### config.mk
export PLATFORM = sky130hd
export DESIGN_NAME = command_frame_parser_unit
export DESIGN_NICKNAME = d
export VERILOG_FILES = /design/src/rtl/cfp_pkg.sv /design/src/rtl/cfp_step.sv /design/src/rtl/command_frame_parser_unit.sv
export SDC_FILE = /design/constraint.sdc
export NUM_CORES = 1
export LEC_CHECK = 0
export ABC_CLOCK_PERIOD_IN_PS = 2400
export BUFFER_PORTS_ARGS = -buffer_cell sky130_fd_sc_hd__buf_2
export CAP_MARGIN = 5
export CORE_ASPECT_RATIO = 1.4
export CORE_MARGIN = 4
export CORE_UTILIZATION = 51
export CTS_BUF_LIST = sky130_fd_sc_hd__clkbuf_16
export DETAILED_ROUTE_END_ITERATION = 16
export PLACE_DENSITY = 0.76
export SLEW_MARGIN = 20
export SYNTH_ARGS = -nofsm -noshare
export SYNTH_HDL_FRONTEND = slang
export SYNTH_HIERARCHICAL = 1
export SYNTH_SLANG_ARGS = --single-unit
### constraint.sdc
create_clock -name clk_i -period 2.4 [get_ports clk_i]
set_clock_uncertainty 0.2 [all_clocks]
set_input_delay 0.24 -clock clk_i [delete_from_list [all_inputs] [get_ports clk_i]]
set_output_delay 0.24 -clock clk_i [all_outputs]
set_load 0.02 [all_outputs]
### src/rtl/cfp_pkg.sv
// cfp_pkg: shared types, codes and helpers for the command frame parser.
// No dependencies; imported by every RTL and checker file of the block.
`timescale 1ns / 1ps

package cfp_pkg;

  localparam int unsigned CountW  = 11;
  localparam int unsigned CmdW    = 3;
  localparam logic [CountW-1:0] CountMax = {CountW{1'b1}};
  localparam logic [7:0] EndByte  = 8'hF0;

  localparam logic [7:0] OpReadTime     = 8'h80;
  localparam logic [7:0] OpReadProfile  = 8'h81;
  localparam logic [7:0] OpWriteTime    = 8'h82;
  localparam logic [7:0] OpWriteProfile = 8'h83;
  localparam logic [7:0] OpTest         = 8'h84;
  localparam logic [7:0] OpTestError    = 8'h8F;

  typedef enum logic [CmdW-1:0] {
    CMD_NONE         = 3'd0,
    CMD_READTIME     = 3'd1,
    CMD_READPROFILE  = 3'd2,
    CMD_WRITETIME    = 3'd3,
    CMD_WRITEPROFILE = 3'd4,
    CMD_TEST         = 3'd5,
    CMD_TESTERROR    = 3'd6
  } cmd_e;

  typedef enum logic [1:0] {
    TGT_TIME    = 2'd0,
    TGT_PROFILE = 2'd1,
    TGT_CRC     = 2'd2
  } tgt_e;

  typedef enum logic {
    ERR_UNKNOWN_CMD = 1'b0,
    ERR_MISSING_END = 1'b1
  } err_e;

  typedef struct packed {
    logic [CmdW-1:0]   cmd;
    logic [CountW-1:0] count;
  } state_t;

  typedef struct packed {
    logic              frame_done;
    logic [CmdW-1:0]   done_command;
    logic              error_flag;
    logic [CmdW-1:0]   error_command;
    logic              error_kind;
    logic              write_valid;
    logic [1:0]        write_target;
    logic [CountW-1:0] write_index;
    logic [7:0]        write_data;
  } result_t;

  function automatic logic [CmdW-1:0] decode_start(input logic [7:0] b);
    logic [CmdW-1:0] c;
    unique case (b)
      OpReadTime:     c = CMD_READTIME;
      OpReadProfile:  c = CMD_READPROFILE;
      OpWriteTime:    c = CMD_WRITETIME;
      OpWriteProfile: c = CMD_WRITEPROFILE;
      OpTest:         c = CMD_TEST;
      OpTestError:    c = CMD_TESTERROR;
      default:        c = CMD_NONE;
    endcase
    return c;
  endfunction

endpackage

### src/rtl/cfp_step.sv
// cfp_step: per-byte decision logic; next command/counter state and result.
// Depends on cfp_pkg.
`timescale 1ns / 1ps

module cfp_step import cfp_pkg::*; #(
  parameter int unsigned TIME_BYTES    = 8,
  parameter int unsigned PROFILE_BYTES = 1440,
  parameter int unsigned CRC_BYTES     = 4
) (
  input  state_t     state_i,
  input  logic [7:0] byte_i,
  output state_t     state_o,
  output result_t    result_o
);

  localparam logic [CountW-1:0] TimeLim    = CountW'(TIME_BYTES);
  localparam logic [CountW-1:0] ProfileLim = CountW'(PROFILE_BYTES);
  localparam logic [CountW-1:0] PayloadLim = CountW'(PROFILE_BYTES + CRC_BYTES);

  logic [CmdW-1:0]   start_cmd;
  logic [CountW-1:0] count_inc;
  logic              idle;

  assign start_cmd = decode_start(byte_i);
  assign count_inc = (state_i.count == CountMax) ? state_i.count
                                                 : state_i.count + CountW'(1);
  // code 7 cannot arise but is treated as idle
  assign idle = (state_i.cmd == CMD_NONE) || (state_i.cmd > CMD_TESTERROR);

  always_comb begin
    state_o  = state_i;
    result_o = '0;
    if (idle) begin
      if (byte_i[7]) begin
        if (start_cmd != CMD_NONE) begin
          state_o.cmd = start_cmd;
          if (start_cmd == CMD_WRITETIME || start_cmd == CMD_WRITEPROFILE) begin
            state_o.count = '0;
          end
        end
      end else begin
        result_o.error_flag    = 1'b1;
        result_o.error_command = CMD_NONE;
        result_o.error_kind    = ERR_UNKNOWN_CMD;
      end
    end else if (state_i.cmd == CMD_WRITETIME && state_i.count < TimeLim) begin
      result_o.write_valid  = 1'b1;
      result_o.write_target = TGT_TIME;
      result_o.write_index  = state_i.count;
      result_o.write_data   = byte_i;
      state_o.count         = count_inc;
    end else if (state_i.cmd == CMD_WRITEPROFILE && state_i.count < ProfileLim) begin
      result_o.write_valid  = 1'b1;
      result_o.write_target = TGT_PROFILE;
      result_o.write_index  = state_i.count;
      result_o.write_data   = byte_i;
      state_o.count         = count_inc;
    end else if (state_i.cmd == CMD_WRITEPROFILE && state_i.count < PayloadLim) begin
      result_o.write_valid  = 1'b1;
      result_o.write_target = TGT_CRC;
      result_o.write_index  = state_i.count - ProfileLim;
      result_o.write_data   = byte_i;
      state_o.count         = count_inc;
    end else if (byte_i == EndByte) begin
      result_o.frame_done   = 1'b1;
      result_o.done_command = state_i.cmd;
      state_o.cmd           = CMD_NONE;
    end else begin
      // wrong end byte: flag it, keep command and counter
      result_o.error_flag    = 1'b1;
      result_o.error_command = state_i.cmd;
      result_o.error_kind    = ERR_MISSING_END;
    end
  end

endmodule

### src/rtl/command_frame_parser_unit.sv
// Command frame parser top level: input byte register, decision logic, result register.
// A byte goes into the input byte register; its result goes into the result register.
// Throughput: one byte per cycle; the input register and result register form a
//   two-stage pipeline that stalls only when a result waits and the next stage is full.
// Reset (rst_ni low, asynchronous): command returns to none, counter to 0, both stages empty.
// Depends on cfp_pkg and cfp_step.
`timescale 1ns / 1ps

module command_frame_parser_unit import cfp_pkg::*; #(
  parameter int unsigned TIME_BYTES    = 8,
  parameter int unsigned PROFILE_BYTES = 1440,
  parameter int unsigned CRC_BYTES     = 4
) (
  input  logic              clk_i,
  input  logic              rst_ni,
  input  logic              in_valid_i,
  output logic              in_stall_o,
  input  logic [7:0]        rx_byte_i,
  output logic              out_valid_o,
  input  logic              out_stall_i,
  output logic              frame_done_o,
  output logic [CmdW-1:0]   done_command_o,
  output logic              error_flag_o,
  output logic [CmdW-1:0]   error_command_o,
  output logic              error_kind_o,
  output logic              write_valid_o,
  output logic [1:0]        write_target_o,
  output logic [CountW-1:0] write_index_o,
  output logic [7:0]        write_data_o
);

  logic       in_valid_q;
  logic [7:0] byte_q;
  logic       out_valid_q;
  result_t    res_q;
  result_t    res_d;
  state_t     state_q;
  state_t     state_d;
  logic       in_ready;
  logic       out_ready;
  logic       step_fire;

  assign out_ready = !out_valid_q || !out_stall_i;
  assign in_ready  = !in_valid_q || out_ready;
  assign step_fire = in_valid_q && out_ready;
  assign in_stall_o = !in_ready;

  cfp_step #(
    .TIME_BYTES   (TIME_BYTES),
    .PROFILE_BYTES(PROFILE_BYTES),
    .CRC_BYTES    (CRC_BYTES)
  ) u_step (
    .state_i (state_q),
    .byte_i  (byte_q),
    .state_o (state_d),
    .result_o(res_d)
  );

  always_ff @(posedge clk_i or negedge rst_ni) begin
    if (!rst_ni) begin
      in_valid_q  <= 1'b0;
      out_valid_q <= 1'b0;
      state_q     <= '0;
    end else begin
      if (in_ready) begin
        in_valid_q <= in_valid_i;
      end
      if (out_ready) begin
        out_valid_q <= in_valid_q;
      end
      if (step_fire) begin
        state_q <= state_d;
      end
    end
  end

  always_ff @(posedge clk_i) begin
    if (in_ready && in_valid_i) begin
      byte_q <= rx_byte_i;
    end
    if (step_fire) begin
      res_q <= res_d;
    end
  end

  assign out_valid_o     = out_valid_q;
  assign frame_done_o    = res_q.frame_done;
  assign done_command_o  = res_q.done_command;
  assign error_flag_o    = res_q.error_flag;
  assign error_command_o = res_q.error_command;
  assign error_kind_o    = res_q.error_kind;
  assign write_valid_o   = res_q.write_valid;
  assign write_target_o  = res_q.write_target;
  assign write_index_o   = res_q.write_index;
  assign write_data_o    = res_q.write_data;

endmodule

## Yosys cells after proc, flatten, opt, wreduce, memory -nomap -nowiden

Index checks and enable logic that the tools add are counted.

- Bitwise operators: 1
- Reductions and logical operators: 23
- $add $sub $neg: 2
- $lt $le $gt $ge: 4
- Muxes and demuxes: 23
- Equal/unequal tests: 18

Operators with widths:

| kind | number |
|---|---|
| 2-to-1 mux 22 bit | 3 |
| equality test 8 bit (second input constant) | 7 |
| 2-to-1 mux 11 bit | 5 |
| 2-to-1 mux 14 bit | 3 |
| 2-to-1 mux 5 bit | 6 |
| less-than comparator 11 bit (second input constant) | 2 |
| one-hot mux 3 bit (6 select lines) | 1 |
| 2-to-1 mux 3 bit | 4 |
| adder 11 x 1 -> 11 bit (second input constant) | 1 |
| equality test 11 bit (second input constant) | 1 |
| less-than comparator 11 x 4 -> 1 bit (second input constant) | 1 |
| subtractor 11 bit (second input constant) | 1 |
| AND reduction 7 bit | 1 |
| equality test 3 x 2 -> 1 bit (second input constant) | 2 |
| equality test 3 bit (second input constant) | 2 |
| != test 2 x 1 -> 1 bit (second input constant) | 3 |
| != test 2 bit (second input constant) | 3 |
| logical AND 1 bit | 5 |
| AND reduction 5 bit | 1 |
| OR reduction 5 bit | 1 |
| logical NOT 1 bit | 4 |
| logical OR 1 bit | 4 |
| 2-to-1 mux 4 bit | 1 |
| nonzero test 4 bit | 1 |
| 8 further kinds | 8 |

- Word-level logic and storage cells: 86
- Register bits after elaboration: 55

## Longest topological paths before layout

Gate-level depths: netlist (run 1).

- Depth in word-level cells: 8
- Gate-level depth with buffers: 10
- Gate-level depth less buffers: 9

## Modules after synthesis

The synthesis (run 1) kept the hierarchy.

By module, submodules not included:

| module | seq. area each (um2) | area an instance (um2) | instances | cells an instance |
|---|---|---|---|---|
| command_frame_parser_unit | 1,571.5 | 1,831.8 | 1 | 76 |
| cfp_step | 0.0 | 1,006.0 | 1 | 147 |

## Least setup slack after synthesis (run 1)

OpenSTA, ideal clock, no wires.

- Path type: register to register
- Start: register state_q[6] (netlist name)
- End: register state_q[5] (netlist name)
- Arrival: 1,998 ps
- Setup slack: 77 ps
- Required time: 2,075 ps
- Cell stages (with the launch flop): 10
- Setup time: 125 ps
- Path through: dfrtp_1 inv_1 ha_1 nor4b_2 nand3_2 o21a_1 buf_6 nor4b_4 mux2i_1 mux2_4

RTL lines:

| what | RTL line | RTL |
|---|---|---|
| start, declared | command_frame_parser_unit.sv:37 | `state_t state_q;` |
| start signal, assigned | command_frame_parser_unit.sv:72 | `state_q <= state_d;` |

==> results of run 1 <==
[area by class of cell]
type / instances / area, um2
clock buffers: 5 / 125
well taps: 66 / 82.6
clock inverters: 3 / 23.8
flip-flops and latches: 55 / 1570
inverters: 6 / 22.5
multi-input cells: 153 / 1180
fillers: 408 / 1760
repair buffers: 76 / 509
[power by group through the flow]
stage | clock network [W] | logic [W] | registers (W)
floorplan | 0 | 0.000954 | 0.00155
global placement | 0 | 0.00141 | 0.00142
detailed placement | 0 | 0.00145 | 0.00143
CTS | 0.000735 | 0.00146 | 0.00141
global route | 0.000770 | 0.00167 | 0.00143
finish | 0.000720 | 0.00153 | 0.00141
[synth_stat cells, types with 5 or more instances]
master	count
nor2_1	12
o21ai_0	8
mux2_4	9
edfxtp_1	39
a21oi_1	9
nand4_1	5
mux2i_1	6
dfrtp_1	16
inv_1	5
and2_1	19
nand2_1	20
mux2_2	5
[layer usage]
| metal | routed length [um] | global-route usage (%) | vias to the layer above | share of wire (%) |
|---|---|---|---|---|
| met5 | 0 | 0 | - | 0 |
| li1 | - | - | 971 | - |
| met2 | 3370 | 35.6 | 54 | 58 |
| met4 | 111 | 8.93 | 0 | 1.9 |
| met3 | 249 | 2.72 | 8 | 4.3 |
| met1 | 2070 | 16.8 | 985 | 36 |
[worst max-delay path by stage]
stage,end,cells past startpoint,from
floorplan,state_q[5]$_DFFE_PN0P_,9,state_q[6]$_DFFE_PN0P_
global placement,state_q[9]$_DFFE_PN0P_,7,state_q[0]$_DFFE_PN0P_
detailed placement,state_q[4]$_DFFE_PN0P_,10,state_q[5]$_DFFE_PN0P_
CTS,state_q[4]$_DFFE_PN0P_,10,state_q[5]$_DFFE_PN0P_
global route,state_q[10]$_DFFE_PN0P_,7,state_q[9]$_DFFE_PN0P_
finish,state_q[5]$_DFFE_PN0P_,7,state_q[3]$_DFFE_PN0P_
[worst reg2reg max path, delay by kind of cell, from the launching register on]
family          cells  cell delay [ns]
compound gates      3             0.74
buf+inv             1             0.15
flops               1             0.48
mux                 2             0.35
simple gates        1             0.29
[cell families after synthesis]
family,after synthesis
mux,20
flops,55
buf+inv,15
simple gates,92
compound gates,37
fa+ha+maj,4
[repair_timing]
action | CTS | global route
hold buffers | 10 | 0
resized for setup | 0 | 9
hold endpoints to repair | 25 | 0
setup endpoints to repair | 0 | 6
buffers inserted | 0 | 2
[through the flow]
step,power (W),setup slack (ns)
final,0.00366,0.0669
after global routing,0.00387,0.000587
after CTS,0.00361,0.0199
after detailed placement,0.00288,0.0356
after global placement,0.00283,0.0724
after floorplan,0.00250,0.0773
[registers in the layout, indices dropped and copies added, names as in the netlist, 2 cells and up]
name	count
state_q	14
write_target_o	2
error_command_o	3
byte_q	8
write_index_o	11
write_data_o	8
done_command_o	3
==> impl_metrics.py, run 1 <==
metrics = {
    "status": {
        "outcome": "complete, no violations",
    },
    "synth": {
        "synth-xor-area-share_pct": 0,
        "yosys.area_share.simple_pct": 20.7,
        "synth_compound_area_share_pct": 9.66,
        "avgSynthCellArea_um2": 12.7,
        "ys_warn_count": 6,
        "synth-main-ff-cell": "edfxtp_1",
        "synth_fa_ha_area_share_pct": 1.76,
        "yosys-top-cells-area": "edfxtp_1, dfrtp_1, mux2_4, and2_1, nand2_1",
        "synth-seq-cells": 55,
        "synth_top_family_by_area": "simple AND/OR/NAND/NOR gates",
        "syn_area_um2": 2840,
        "synth_cells": 223,
        "synthArstFlopShare_pct": 29.1,
        "syn_nets": 239,
        "synth_top_area_cell": "edfxtp_1",
        "synth.mux.area_fraction_pct": 8.86,
        "synth_cell_types": 54,
        "synth_edf_count": 39,
        "ys_seq_area_share_pct": 55.4,
        "synth_top_area_share_pct": 41.3,
    },
    "timing": {
        "holdWs_ns": 0.0251,
        "relSlewSlack_pct": 72.3,
        "tightest_slew_ns": 0.412,
        "min_period_ns": 2.33,
        "max_clock_freq_mhz": 429,
        "rsz0062_at_grt": "yes",
        "finalSetupViolations": 0,
        "fin_tns_setup_ns": 0,
        "period_share_pct": 97.2,
        "slew_violations": 0,
        "finalHoldViolations": 0,
    },
    "critical_path": {
        "crit_buf_inv": 1,
        "critPathTopFamily": "compound AO/OA/AOI/OAI gates",
        "end_kind": "flip-flop",
        "path_cells": "o31ai_2, a211oi_2, o21a_1, buf_6, nor4b_4, mux2i_1, mux2_4",
        "r2r-start": "state_q[3]$_DFFE_PN0P_",
        "arrival_ns": 2.32,
        "reg2reg_to": "state_q[5]$_DFFE_PN0P_",
        "rrSetupSlack_ns": 0.07,
        "worst_setup_path_start_kind": "flip-flop",
        "required_ns": 2.38,
        "critPathMaxStageDelay_ns": 0.48,
        "cp_max_fo": 7,
        "cp_slowest_cell": "dfrtp_1",
        "ff2ff_path_depth": 7,
        "worstSetupPathType": "flip-flop to flip-flop",
    },
    "cts": {
        "root_buffer": "clkbuf_16",
        "cts_sinks": 55,
        "clk_pin_slew_worst_paths_ns": 0.07,
        "clk_latency_ns": 0.29,
        "cts_tree": "done",
        "clockBufferDepth": 2,
        "htree_levels": 2,
        "numCtsBuffers": 5,
    },
    "power_and_ir_drop": {
        "cellLeakagePower_nw": 1.47,
        "seqPwrFrac_pct": 38.4,
        "p_comb_share_pct": 41.9,
        "switching_share_pct": 35.3,
        "p_per_area_nw_per_um2": 1040,
        "p_int_w": 0.00237,
        "p_switching_w": 0.00129,
        "p_clk_share_pct": 19.7,
        "irDropWorstVdd_mv": 0.578,
    },
    "global_route": {
        "antenna_found_initial": 0,
        "grt_max_degree": 46,
        "gr-total-overflow": 0,
        "grt_first_pass_wirelength_mm": 9.23,
        "grt.total_usage_pct": 17.6,
        "grt_pass1_vias": 2017,
    },
    "placement": {
        "placed_area_um2": 3220,
        "numPortBuffers": 44,
        "place_hpwl_mm": 4.03,
        "dp.cells": 344,
        "place.gp.congestion": 0.829,
    },
    "layout": {
        "layout-drive-gt1-share_pct": 38.6,
        "final_area_um2": 3520,
        "most-common-layout-cells": "buf_2, edfxtp_1, nand2_1",
        "fin_cells": 364,
        "n_antenna_cell": 0,
        "nets": 313,
        "areaGrowthSynthToFinish_pct": 23.9,
        "final_common_cell": "buf_2",
        "final_util_pct": 66.7,
    },
    "floorplanning": {
        "die_h_um": 96.3,
        "die_area_um2": 6840,
        "die-width_um": 71.0,
        "core_area_um2": 5280,
        "start_util_pct": 53.8,
        "io_pins": 45,
        "fp-row-count": 31,
    },
    "route": {
        "routedWlPerCell_um": 15.9,
        "num_vias": 2018,
        "dr.pass1.iters": 4,
        "drtIter0Drc": 128,
        "viasPerCell": 5.54,
        "drcViolationCount": 0,
        "ant_nets": 0,
        "routed_wl_mm": 5.80,
    },
    "hold_path": {
        "holdCritStartpoint": "out_stall_i",
        "hold_depth": 2,
        "hold_path_class": "primary input to flip-flop",
        "min_delay_worst_endpoint": "out_valid_o$_DFFE_PN0P_",
    },
    "flow_run": {
        "max-cap-violations": 0,
    },
}
Power figures use the tool's default switching activity.
==> run 2: changes to the inputs <==
--- a/config.mk
+++ b/config.mk
@@ -5,6 +5,7 @@
 export SDC_FILE = /design/constraint.sdc
 export NUM_CORES = 1
 export LEC_CHECK = 0
+export ABC_AREA = 1
 export ABC_CLOCK_PERIOD_IN_PS = 2400
 export BUFFER_PORTS_ARGS = -buffer_cell sky130_fd_sc_hd__buf_2
 export CAP_MARGIN = 5
==> impl_metrics.py, run 2 <==
metrics = {
    "timing": {
        "period_share_pct": 89.2,
        "tightest_slew_ns": 0.609,
        "finalSetupViolations": 0,
        "fin_tns_setup_ns": 0,
        "relSlewSlack_pct": 59.4,
        "min_period_ns": 2.14,
        "max_clock_freq_mhz": 467,
        "rsz0062_at_grt": "no",
        "holdWs_ns": 0.0762,
        "finalHoldViolations": 0,
        "slew_violations": 0,
    },
    "layout": {
        "final_area_um2": 3530,
        "top_register": "state_q",
        "nets": 397,
        "most-common-layout-cells": "nand2_1, buf_2, inv_1",
        "layout-drive-gt1-share_pct": 27.2,
        "multiInputGateArea_um2": 1120,
        "final_common_cell": "nand2_1",
        "final_util_pct": 63.5,
        "largest_reg_flops": 14,
        "regArea_um2": 1570,
        "fillers": 472,
        "areaGrowthSynthToFinish_pct": 19.5,
        "n_antenna_cell": 0,
    },
    "floorplanning": {
        "fp-row-count": 32,
        "die_area_um2": 7100,
        "io_pins": 45,
        "die_h_um": 98.1,
        "core_area_um2": 5570,
        "start_util_pct": 53.1,
        "die-width_um": 72.4,
    },
    "route": {
        "routed_wl_mm": 6.28,
        "viasPerCell": 5.16,
        "dr.pass1.iters": 5,
        "drtIter0Drc": 204,
        "num_vias": 2321,
        "ant_nets": 0,
        "routedWlPerCell_um": 13.9,
        "drcViolationCount": 0,
    },
    "synth": {
        "synth-seq-cells": 55,
        "synth_cells": 319,
        "yosysMostFrequentCell": "nand2_1",
        "yosys-top-cells-area": "edfxtp_1, dfrtp_1, nand2_1, nand3_1, inv_1",
        "synth_top_area_share_pct": 39.6,
        "synth_top_family_by_area": "simple AND/OR/NAND/NOR gates",
        "ys_seq_area_share_pct": 53.2,
        "synth-xor-area-share_pct": 0,
        "synth_common_cells": "nand2_1, inv_1, edfxtp_1, nor2_1, nand3_1",
        "synth-main-ff-cell": "edfxtp_1",
        "avgSynthCellArea_um2": 9.27,
        "syn_nets": 335,
        "ys_warn_count": 6,
        "synth_compound_area_share_pct": 5.59,
        "synthArstFlopShare_pct": 29.1,
        "synth_edf_count": 39,
        "synth.mux.area_fraction_pct": 0,
        "syn_area_um2": 2960,
        "synth_top_area_cell": "edfxtp_1",
        "synth_fa_ha_area_share_pct": 1.69,
        "synth_cell_types": 33,
        "yosys.area_share.simple_pct": 30.6,
    },
    "placement": {
        "placed_area_um2": 3270,
        "place_hpwl_mm": 4.40,
        "numPortBuffers": 44,
        "place.gp.congestion": 0.919,
    },
    "cts": {
        "post_cts_resized": 0,
        "clockBufferDepth": 2,
        "hold_buffers": 10,
        "cts_sinks": 55,
        "htree_levels": 2,
        "cts_setup_buffers": 0,
        "root_buffer": "clkbuf_16",
        "clk_latency_ns": 0.29,
        "clk_pin_slew_worst_paths_ns": 0.07,
        "numCtsBuffers": 5,
        "cts_tree": "done",
    },
    "hold_path": {
        "holdCritStartpoint": "out_stall_i",
        "min_delay_worst_endpoint": "in_valid_q$_DFFE_PN0P_",
        "hold_path_class": "primary input to flip-flop",
        "hold_depth": 3,
    },
    "power_and_ir_drop": {
        "p_clk_share_pct": 23.6,
        "seqPwrFrac_pct": 39.9,
        "p_comb_share_pct": 36.5,
        "cellLeakagePower_nw": 1.67,
        "switching_share_pct": 37.2,
        "irDropWorstVdd_mv": 0.560,
        "p_int_w": 0.00219,
        "p_per_area_nw_per_um2": 988,
        "p_switching_w": 0.00130,
        "power_w": 0.00349,
    },
    "global_route": {
        "grt_first_pass_wirelength_mm": 10.4,
        "gr-total-overflow": 0,
        "grt.total_usage_pct": 18.9,
        "grt_pass1_vias": 2215,
        "antenna_found_initial": 0,
        "grt_max_degree": 26,
    },
    "critical_path": {
        "arrival_ns": 2.10,
        "worstSetupPathType": "flip-flop to flip-flop",
        "ff2ff_path_depth": 12,
        "worst_setup_path_start_kind": "flip-flop",
        "rrSetupSlack_ns": 0.26,
        "required_ns": 2.36,
        "cp_max_fo": 14,
        "r2r-start": "state_q[6]$_DFFE_PN0P_",
        "end_kind": "flip-flop",
        "reg2reg_to": "done_command_o[0]$_DFFE_PP_",
    },
    "status": {
        "outcome": "complete, no violations",
    },
    "flow_run": {
        "max-cap-violations": 0,
    },
}
run 2: final cells by class:
| type | count | area share (%) |
|---|---|---|
| clock buffers | 5 | 3.54 |
| well taps | 68 | 2.41 |
| multi-input cells | 210 | 31.7 |
| repair buffers | 63 | 11.7 |
| inverters | 46 | 4.96 |
| flip-flops and latches | 55 | 44.5 |
| clock inverters | 3 | 1.20 |
run 2: power by group through the flow:
stage          clock [W]  combinational (W)  sequential (W)
5_1_grt         0.000878            0.00141         0.00142
6_report        0.000823            0.00128         0.00139
4_1_cts         0.000836            0.00127         0.00140
3_5_place_dp           0            0.00125         0.00141
2_1_floorplan          0           0.000798         0.00156
3_3_place_gp           0            0.00123         0.00141
run 2: how the worst max path moves through the flow:
stage / startpoint / to / cells past startpoint
floorplan: out_valid_o$_DFFE_PN0P_ / done_command_o[0]$_DFFE_PP_ / 4
global route: state_q[6]$_DFFE_PN0P_ / state_q[1]$_DFFE_PN0P_ / 13
CTS: state_q[6]$_DFFE_PN0P_ / done_command_o[0]$_DFFE_PP_ / 12
global placement: state_q[6]$_DFFE_PN0P_ / error_flag_o$_DFFE_PP_ / 12
finish: state_q[6]$_DFFE_PN0P_ / done_command_o[0]$_DFFE_PP_ / 12
detailed placement: state_q[6]$_DFFE_PN0P_ / error_flag_o$_DFFE_PP_ / 12
run 2: metrics by stage:
step | setup WS [ns] | std cells
final | 0.259 | 450
after global routing | 0.106 | 450
after CTS | 0.265 | 450
after detailed placement | 0.280 | 432
after global placement | 0.341 | 432
after floorplan | 0.358 | 319
run 2: layer usage:
layer	vias up	wire length [um]	GRT usage (%)
li1	1172	-	-
met1	1069	2550	23.3
met2	72	3320	32.5
met3	8	326	3.19
met4	0	82	6.95
met5	-	0	0
run 2: cell families after synthesis:
| group | Yosys count |
|---|---|
| simple gates | 180 |
| compound gates | 26 |
| flops | 55 |
| buf+inv | 54 |
| fa+ha+maj | 4 |
run 2: worst max-delay path, stage by stage (launching register included):
cell and delay (ns):
dfrtp_1 0.34, inv_1 0.09, ha_1 0.23, inv_1 0.08
nand3_2 0.07, nor2_2 0.14, nor2_4 0.07, nor2_4 0.11
nand2_4 0.10, inv_2 0.24, buf_12 0.17, nand3_4 0.07
nor2_2 0.09
